**src/design/mcls_pkg.sv**
```systemverilog
// shared types, codes and helpers of the monte carlo walk unit
// no dependencies
`default_nettype none
package mcls_pkg;

  // input item modes
  localparam logic [1:0] MODE_MAT   = 2'd0;
  localparam logic [1:0] MODE_RHS   = 2'd1;
  localparam logic [1:0] MODE_START = 2'd2;
  localparam logic [1:0] MODE_DRAW  = 2'd3;

  // register indexes on the config port
  localparam logic [1:0] REG_STOP   = 2'd0;
  localparam logic [1:0] REG_WALKS  = 2'd1;
  localparam logic [1:0] REG_THRESH = 2'd2;

  // divider operand selection
  localparam logic [1:0] DIV_WEIGHT = 2'd0;
  localparam logic [1:0] DIV_ABSORB = 2'd1;
  localparam logic [1:0] DIV_MEAN   = 2'd2;

  localparam int DIV_W = 64;
  localparam int DVS_W = 16;

  typedef struct packed {
    logic [1:0]         mode;
    logic [3:0]         row;
    logic [3:0]         col;
    logic signed [31:0] value;
    logic [15:0]        random;
  } in_item_t;

  typedef struct packed {
    logic signed [31:0] estimate;
    logic [3:0]         estimate_row;
    logic               saturated;
  } out_item_t;

  typedef struct packed {
    logic [15:0] stop_probability;
    logic [15:0] walks_per_row;
    logic [24:0] zero_threshold;
  } cfg_t;

  typedef struct packed {
    logic       load_item;
    logic       scan_clear;
    logic       scan_run;
    logic       scan_pick;
    logic       mul_load;
    logic       mul_rhs;
    logic       mul_nnz;
    logic       div_start;
    logic [1:0] div_sel;
    logic       w_update;
    logic       acc_add;
    logic       out_load;
  } cmd_t;

  typedef struct packed {
    logic busy;
    logic absorb_draw;
    logic scan_done;
    logic nnz_zero;
    logic pick_found;
    logic div_done;
    logic walks_done;
    logic out_free;
  } sts_t;

  typedef struct packed {
    logic [31:0] val;
    logic        sat;
  } sat_res_t;

  function automatic logic [31:0] mag32(input logic [31:0] v);
    return v[31] ? 32'(32'd0 - v) : v;
  endfunction

  // saturate a sign and magnitude to 32-bit two's complement
  function automatic sat_res_t sat32(input logic neg, input logic [63:0] m);
    sat_res_t r;
    if (!neg) begin
      if (m > 64'h7FFF_FFFF) begin
        r.val = 32'h7FFF_FFFF;
        r.sat = 1'b1;
      end else begin
        r.val = m[31:0];
        r.sat = 1'b0;
      end
    end else begin
      if (m >= 64'h8000_0000) begin
        r.val = 32'h8000_0000;
        r.sat = (m != 64'h8000_0000);
      end else begin
        r.val = 32'(32'd0 - m[31:0]);
        r.sat = 1'b0;
      end
    end
    return r;
  endfunction

endpackage
`default_nettype wire

```
**src/design/mcls_ctrl.sv**
```systemverilog
// walk controller state machine, sequences the datapath per item
// uses mcls_pkg
`default_nettype none
module mcls_ctrl (
  input  wire logic           clk,
  input  wire logic           rst,
  input  wire logic           in_valid,
  input  wire logic [1:0]     in_mode,
  output      logic           in_stall,
  input  wire mcls_pkg::sts_t sts,
  output      mcls_pkg::cmd_t cmd
);
  import mcls_pkg::*;

  localparam logic [3:0] S_IDLE = 4'd0;
  localparam logic [3:0] S_DRAW = 4'd1;
  localparam logic [3:0] S_CNT  = 4'd2;
  localparam logic [3:0] S_CHK  = 4'd3;
  localparam logic [3:0] S_PICK = 4'd4;
  localparam logic [3:0] S_PCHK = 4'd5;
  localparam logic [3:0] S_WNZ  = 4'd6;
  localparam logic [3:0] S_WDS  = 4'd7;
  localparam logic [3:0] S_WDW  = 4'd8;
  localparam logic [3:0] S_ABS  = 4'd9;
  localparam logic [3:0] S_ADS  = 4'd10;
  localparam logic [3:0] S_ADW  = 4'd11;
  localparam logic [3:0] S_AFIN = 4'd12;
  localparam logic [3:0] S_MDW  = 4'd13;
  localparam logic [3:0] S_OUT  = 4'd14;

  logic [3:0] state, state_next;

  always_ff @(posedge clk) begin
    if (rst) begin
      state <= S_IDLE;
    end else begin
      state <= state_next;
    end
  end

  always_comb begin
    state_next = state;
    cmd        = '0;
    in_stall   = 1'b1;
    case (state)
      S_IDLE: begin
        in_stall = 1'b0;
        if (in_valid) begin
          cmd.load_item = 1'b1;
          if (in_mode == MODE_DRAW && sts.busy) begin
            state_next = S_DRAW;
          end
        end
      end
      S_DRAW: begin
        if (sts.absorb_draw) begin
          state_next = S_ABS;
        end else begin
          cmd.scan_clear = 1'b1;
          state_next     = S_CNT;
        end
      end
      S_CNT: begin
        cmd.scan_run = 1'b1;
        if (sts.scan_done) begin
          state_next = S_CHK;
        end
      end
      S_CHK: begin
        if (sts.nnz_zero) begin
          state_next = S_ABS;
        end else begin
          cmd.scan_clear = 1'b1;
          cmd.scan_pick  = 1'b1;
          state_next     = S_PICK;
        end
      end
      S_PICK: begin
        cmd.scan_run  = 1'b1;
        cmd.scan_pick = 1'b1;
        if (sts.scan_done) begin
          state_next = S_PCHK;
        end
      end
      S_PCHK: begin
        if (!sts.pick_found) begin
          state_next = S_ABS;
        end else begin
          cmd.mul_load = 1'b1;
          state_next   = S_WNZ;
        end
      end
      S_WNZ: begin
        cmd.mul_nnz = 1'b1;
        state_next  = S_WDS;
      end
      S_WDS: begin
        cmd.div_start = 1'b1;
        cmd.div_sel   = DIV_WEIGHT;
        state_next    = S_WDW;
      end
      S_WDW: begin
        if (sts.div_done) begin
          cmd.w_update = 1'b1;
          state_next   = S_IDLE;
        end
      end
      S_ABS: begin
        cmd.mul_load = 1'b1;
        cmd.mul_rhs  = 1'b1;
        state_next   = S_ADS;
      end
      S_ADS: begin
        cmd.div_start = 1'b1;
        cmd.div_sel   = DIV_ABSORB;
        state_next    = S_ADW;
      end
      S_ADW: begin
        if (sts.div_done) begin
          cmd.acc_add = 1'b1;
          state_next  = S_AFIN;
        end
      end
      S_AFIN: begin
        if (sts.walks_done) begin
          cmd.div_start = 1'b1;
          cmd.div_sel   = DIV_MEAN;
          state_next    = S_MDW;
        end else begin
          state_next = S_IDLE;
        end
      end
      S_MDW: begin
        if (sts.div_done) begin
          state_next = S_OUT;
        end
      end
      S_OUT: begin
        if (sts.out_free) begin
          cmd.out_load = 1'b1;
          state_next   = S_IDLE;
        end
      end
      default: begin
        state_next = S_IDLE;
      end
    endcase
  end
endmodule
`default_nettype wire
```
**config.mk**
```make
export PLATFORM = sky130hd
export DESIGN_NAME = mcls_ctrl
export DESIGN_NICKNAME = d
export VERILOG_FILES = /design/src/design/mcls_pkg.sv /design/src/design/mcls_ctrl.sv
export SDC_FILE = /design/constraint.sdc
export NUM_CORES = 1
export LEC_CHECK = 0
export BUFFER_PORTS_ARGS = -buffer_cell sky130_fd_sc_hd__buf_2
export CAP_MARGIN = 5
export CORE_MARGIN = 3
export CORE_UTILIZATION = 40
export CTS_CLUSTER_DIAMETER = 100
export DETAILED_ROUTE_END_ITERATION = 7
export PLACE_DENSITY_LB_ADDON = 0.3
export SLEW_MARGIN = 40
export SYNTH_ARGS = -nofsm -noshare
export SYNTH_HDL_FRONTEND = slang
export SYNTH_SLANG_ARGS = --single-unit
```
**constraint.sdc**
```tcl
create_clock -name clk -period 2.7 [get_ports clk]
set_input_delay 0.54 -clock clk [delete_from_list [all_inputs] [get_ports clk]]
set_output_delay 0.54 -clock clk [all_outputs]
set_load 0.01 [all_outputs]
```
Yosys cells after proc, flatten, opt, wreduce, memory -nomap -nowiden:

Cells that the tools add are included.

* bits in registers: 4
* input bits: 13
* output and inout bits: 14
* word-level logic and storage cells: 60

* equality and inequality tests: 23
* mux-type cells: 32
* reduce and logical (&&, ||, !) cells: 4

Operators by type and width (number)
* 4-bit case mux with 15 select lines: 1
* 4-bit two-way mux: 12
* 4-bit == test, second input constant: 7
* 4-bit by 3-bit == test with 1-bit output, second input constant: 4
* 2-bit != test, second input constant: 8
* 1-bit two-way mux: 14
* 3-bit case mux with 3 select lines: 1
* 4-bit by 2-bit == test with 1-bit output, second input constant: 2
* 8-bit AND reduction: 1
* 1-bit case mux with 2 select lines: 3
* 4-bit by 1-bit == test with 1-bit output, second input constant: 1
* 4-bit logical NOT: 1
* 3-bit two-way mux: 1
* 2-bit == test, second input constant: 1
* 2-bit OR reduction: 1
* 1-bit logical AND: 1

Logic depth before layout (Yosys ltp):

Gate-level depths: netlist of the first run.

* depth after elaboration: 5
* depth in mapped cells: 7
* gate-level depth less buffers: 5

Worst setup path before layout of the first run:

Ideal clock, no wire load.

* kind: register to output
* from: register state[2]
* to: output port cmd[5] in the netlist's numbering
* arrival: 1182 ps
* required time: 2160 ps
* slack: 978 ps
* stages on the path, launching flop included: 8
* buffers on the path: 2
* cells stage by stage: dfxtp_1 buf_6 buf_2 nor2b_1 a21oi_1 nor2_1 nand2_1 o21ai_0

RTL lines
* start: declaration: line mcls_ctrl.sv:31 `logic [3:0] state, state_next;`
* start signal: assignment: line mcls_ctrl.sv:37 `state <= state_next;`
* end: declaration: line mcls_ctrl.sv:11 `output mcls_pkg::cmd_t cmd`

==> reports/metrics.cfg, run 1 <==
[clock_network]
clockRootBuffer = clkbuf_4
clockBufferDepth = 2
clk_latency_ns = 0.23
cts_hold_buffers = 0
cts_tree = built
post_cts_buffers = 0
clkTransAtPathRegs_ns = 0.04
cts_resized = 0
cts_sinks = 4
cts_max_level = 1
cts_buffers = 3

[grt]
grt_pass1_vias = 513
grtUsageTotal = 0.1478
grt_pass1_wl_um = 2180
grt_overflow = 0
antenna_found_initial = 0
grt_max_degree = 21

[sta]
min_period_ns = 2.294
fin_tns_setup_ns = 0
tightest_slew_ns = 0.5749
fin_crit_sh = 0.8497
slew_headroom = 0.6162
skew_ns = 0.001091
slew_viol_final = 0
fmax_mhz = 435.9
hold_viol = 0
rsz0062_at_grt = false
setup_violations = 0

[logic_synthesis]
synthMostInstantiatedCell = nor2_1
ys_ff_latch = 4
yosys_warnings = 0
synth_commonest_cells = 11 x nor2_1, 8 x a21oi_1, 6 x nand2_1
synth_area_um2 = 596.8
synth.area.top_cells = dfxtp_1 13%, nor2_1 6.9%, a21oi_1 6.7%
syn_nets = 97
yosysSeqAreaShare = 0.1342
synth.avg_cell_area_um2 = 7.105
ys_types = 36
yosysTopAreaCell = dfxtp_1
synth_edf_count = 0
syn_inst = 84
synth_top_area_frac = 0.1342
synth-async-reset-ratio = 0
yosys_most_used_dff = dfxtp_1

[finish]
reg_top3 = state x4
largest_reg_flops = 4
largest-register = state
final_cells = 120
layout.nets = 120
drive_gt1_frac = 0.3143
area_growth_syn_to_layout_pct = 19.29
n_antenna_cell = 0
fill_cells = 143

[power]
fin_total_pwr_uw = 174.2
p_sw_uw = 44.66
power_frac_comb = 0.220
power_frac_clock = 0.409
p_leak_nw = 0.3341
intPower_uw = 129.5
p_per_area_nw_per_um2 = 244.6
irDropWorstVdd_uv = 157.1
switching_share = 0.2564
power.share.sequential = 0.371

[drt]
wl_um = 1447
ant_nets = 0
drcViolationCount = 0
first_pass_iters = 4
num_vias = 662
wire_per_inst_um = 12.06
via_per_inst = 5.517
drtIter0Drc = 14

[die]
io_pins = 27
die-area_um2 = 1991
start_util = 0.4421
std_cell_rows = 13
core-area_um2 = 1350
die_w_um = 44.63
die_y_um = 44.63

[place]
portBuffers = 26
dp_hpwl_um = 1118
gp_congestion = 0.8179
post-place-cells = 117

[setup_path]
startpoint_type = flop
cp.arrival_ns = 1.75
crit_required_ns = 2.16
crit_type = reg2out
cp_max_fo = 19
end_kind = output pin

[outcome]
status = complete, no violations

[run]
max_cap_violations = 0

[worst_hold_path]
hold_path_class = in2reg

[metal layers]
metal  GRT usage  wire, µm  up-vias
li1            -         -      343
met5           0         0        -
met4     0.07229         0        0
met3     0.03659       125        0
met2      0.2464       702       28
met1      0.1735       619      291
[placed cells by master (no fill, tap or decap), drive strengths merged, types with 2 or more instances in the layout]
cell type  count
mux2i          3
o21ai          2
nor3           4
inv            2
buf           26
nand2b         5
nor2b          4
and3           3
dfxtp          4
nor2          11
a21oi          8
and2           2
nand2          6
a32oi          3
clkbuf         3
or2b           2
[logic make-up after synthesis]
kind of cell              after synthesis  share of synthesized area
AOI/OAI and AO/OA                      20                     0.2600
xor gates and xnor gates                2                    0.02936
buffers and inverters                  10                     0.1069
DFF                                     4                     0.1342
muxes                                   3                    0.05032
and+or+nand+nor                        45                     0.4193
[worst paths after layout]
kind | startpoint | to | slack (ns) | depth (start not counted)
worst max-delay path | state[2] | cmd[5] | 0.41 | 6
worst min-delay path | rst | state[2] | 0.51 | 2
worst max register to register | state[3] | state[2] | 0.88 | 5
worst min register to register | state[1] | state[1] | 0.77 | 2
[critical path: stages (launching register included)]
cell and delay (ns):
dfxtp_1 0.65, nor2b_1 0.29, a21oi_1 0.10, nor2_1 0.17
nand2_1 0.07, o21ai_0 0.09, buf_2 0.15
[cell type report]
cell class | instances | area, µm² | share of cell area
inverter | 2 | 7.507 | 0.01054
sequential | 4 | 80.08 | 0.1125
tap | 15 | 18.77 | 0.02636
timing repair buffer | 26 | 130.1 | 0.1828
clock buffer | 3 | 22.52 | 0.03163
multi-input combinational | 70 | 452.9 | 0.6362
[power by group through the flow]
| stage | clock network (mW) | logic [mW] | registers [mW] |
|---|---|---|---|
| 2_1_floorplan | 0 | 0.0261 | 0.0615 |
| 3_3_place_gp | 0 | 0.0378 | 0.0655 |
| 3_5_place_dp | 0 | 0.0383 | 0.0654 |
| 4_1_cts | 0.0770 | 0.0384 | 0.0645 |
| 5_1_grt | 0.0848 | 0.0419 | 0.0650 |
| 6_report | 0.0712 | 0.0382 | 0.0647 |
[metrics by stage]
stage | setup WS (ns) | cell area (µm²) | hold WS (ns) | utilization
6_report | 0.4058 | 711.9 | 0.5131 | 0.5273
5_1_grt | 0.2833 | 711.9 | 0.5092 | 0.5273
4_1_cts | 0.4256 | 711.9 | 0.5060 | 0.5273
3_5_place_dp | 0.6948 | 689.4 | 0.7529 | 0.5107
3_3_place_gp | 0.7349 | 689.4 | 0.7492 | 0.5107
2_1_floorplan | 0.9778 | 596.8 | 0.6091 | -
(Power assumes the default switching activity.)
==> run 2, diff against run 1 <==
==> constraint.sdc (replaced) <==
create_clock -name clk -period 1.9 [get_ports clk]
set_input_delay 0.38 -clock clk [delete_from_list [all_inputs] [get_ports clk]]
set_output_delay 0.38 -clock clk [all_outputs]
set_load 0.01 [all_outputs]
==> reports/metrics.cfg, run 2 (synthesis gave the netlist of run 1 again) <==
[outcome]
status = complete, no violations  ; unchanged

[setup_path]
startpoint_type = flop  ; unchanged
crit_type = reg2out  ; unchanged
crit_required_ns = 1.52  ; was 2.16 ns
end_kind = output pin  ; unchanged
rr_startpoint = state[0]  ; was state[3]
cp.arrival_ns = 1.42  ; was 1.75 ns
cp_max_fo = 14  ; was 19
startpoint = state[1]  ; was state[2]

[clock_network]
clk_latency_ns = 0.23  ; about the same
cts_sinks = 4  ; unchanged
cts_tree = built  ; unchanged
clockBufferDepth = 2  ; unchanged
clkTransAtPathRegs_ns = 0.04  ; about the same
post_cts_buffers = 0  ; unchanged
cts_max_level = 1  ; unchanged
cts_buffers = 3  ; unchanged
clockRootBuffer = clkbuf_4  ; unchanged

[power]
p_leak_nw = 0.3629  ; was 0.3341 nW
power_frac_comb = 0.236  ; was 0.220
p_sw_uw = 63.65  ; was 44.66 µW
irDropWorstVdd_uv = 269.0  ; was 157.1 µV
switching_share = 0.2551  ; was 0.2564
fin_total_pwr_uw = 249.5  ; was 174.2 µW
power.share.sequential = 0.358  ; was 0.371
p_per_area_nw_per_um2 = 331.2  ; was 244.6 nW/µm²
intPower_uw = 185.8  ; was 129.5 µW
power_frac_clock = 0.405  ; was 0.409

[die]
die_w_um = 44.63  ; unchanged
core-area_um2 = 1350  ; unchanged
start_util = 0.4421  ; unchanged
die_y_um = 44.63  ; unchanged
die-area_um2 = 1991  ; unchanged
std_cell_rows = 13  ; unchanged
io_pins = 27  ; unchanged

[finish]
final_cell_mix = 26 x buf_2, 11 x nor2_1, 8 x a21oi_1  ; unchanged
layout.nets = 125  ; was 120
finalInstanceArea_um2 = 753.2  ; was 711.9 µm²
final_common_cell = buf_2  ; unchanged
largest-register = state  ; unchanged
area_growth_syn_to_layout_pct = 26.21  ; was 19.29%
n_antenna_cell = 0  ; unchanged
reg_top3 = state x4  ; unchanged
largest_reg_flops = 4  ; unchanged
final_util = 0.5579  ; was 0.5273
final_cells = 125  ; was 120
drive_gt1_frac = 0.3727  ; was 0.3143

[drt]
via_per_inst = 5.480  ; was 5.517
wl_um = 1480  ; was 1447 µm
ant_nets = 0  ; unchanged
drtIter0Drc = 11  ; was 14
wire_per_inst_um = 11.84  ; was 12.06 µm
drcViolationCount = 0  ; unchanged
num_vias = 685  ; was 662
first_pass_iters = 4  ; unchanged

[grt]
grtUsageTotal = 0.1579  ; was 0.1478
grt_pass1_wl_um = 2421  ; was 2180 µm
grt_max_degree = 15  ; was 21
grt_pass1_vias = 554  ; was 513
grt_overflow = 0  ; unchanged
antenna_found_initial = 0  ; unchanged

[sta]
skew_ns = 0.002089  ; was 0.001091 ns
rsz0062_at_grt = true  ; was false
slew_headroom = 0.7807  ; was 0.6162
fin_tns_setup_ns = 0  ; unchanged
hold_viol = 0  ; unchanged
slew_viol_final = 0  ; unchanged
fin_crit_sh = 0.9448
timing.hold.ws_ns = 0.3456  ; was 0.5131 ns
min_period_ns = 1.795
fmax_mhz = 557.1
setup_ws_ns = 0.1049  ; was 0.4058 ns
tightest_slew_ns = 0.3281  ; was 0.5749 ns
setup_violations = 0  ; unchanged

[place]
portBuffers = 26  ; unchanged
dp_hpwl_um = 1190  ; was 1118 µm
place_area_um2 = 726.9  ; was 689.4 µm²
post-place-cells = 122  ; was 117
gp_congestion = 0.8325  ; was 0.8179
pre_cts_slack_ns = 0.1725  ; was 0.6948 ns

[worst_hold_path]
hold_path_class = in2reg  ; unchanged
hp-start = rst  ; unchanged

[run]
max_cap_violations = 0  ; unchanged

run 2: cell types whose count changed in the layout (fill, tap and decap cells not counted):
cell     change
buf_4        +5
dfxtp_1      -3
dfxtp_2      +3
run 2: layout make-up:
| class | count | area [µm²] |
|---|---|---|
| flip-flops and latches | 4 | 83.83 |
| multi-input cells | 70 | 452.9 |
| fillers | 129 | 596.8 |
| repair buffers | 31 | 167.7 |
| inverters | 2 | 7.507 |
| clock buffers | 3 | 22.52 |
| well taps | 15 | 18.77 |
run 2: final timing paths:
kind	end	slack (ns)	depth (start not counted)
worst min register to register	state[0]	0.57	2
worst max-delay path	cmd[5]	0.10	6
worst min-delay path	state[3]	0.35	2
worst max register to register	state[2]	0.22	6
run 2: repair_timing:
action	4_1_cts	5_1_grt
resized for setup	1	2
setup endpoints to repair	1	4
gates cloned	0	0
hold buffers	0	0
run 2: critical path: stages, from the launching register on:
cell     delay (ns)
dfxtp_2        0.47
nor2b_1        0.23
a21oi_1        0.06
nor2_1         0.15
nand2_1        0.07
o21ai_0        0.06
buf_2          0.14
run 2: power by group through the flow:
stage | logic [mW] | clock network [mW] | registers (mW)
floorplan | 0.0372 | 0 | 0.0874
global placement | 0.0581 | 0 | 0.0905
detailed placement | 0.0587 | 0 | 0.0906
CTS | 0.0588 | 0.107 | 0.0893
global route | 0.0650 | 0.116 | 0.0896
finish | 0.0589 | 0.101 | 0.0894
run 2: layer usage:
metal	vias up	global-route usage	wire length [µm]
met1	310	0.2343	707
met4	0	0.01807	0
met3	0	0.04878	110
met5	-	0	0
met2	22	0.2264	662
li1	353	-	-
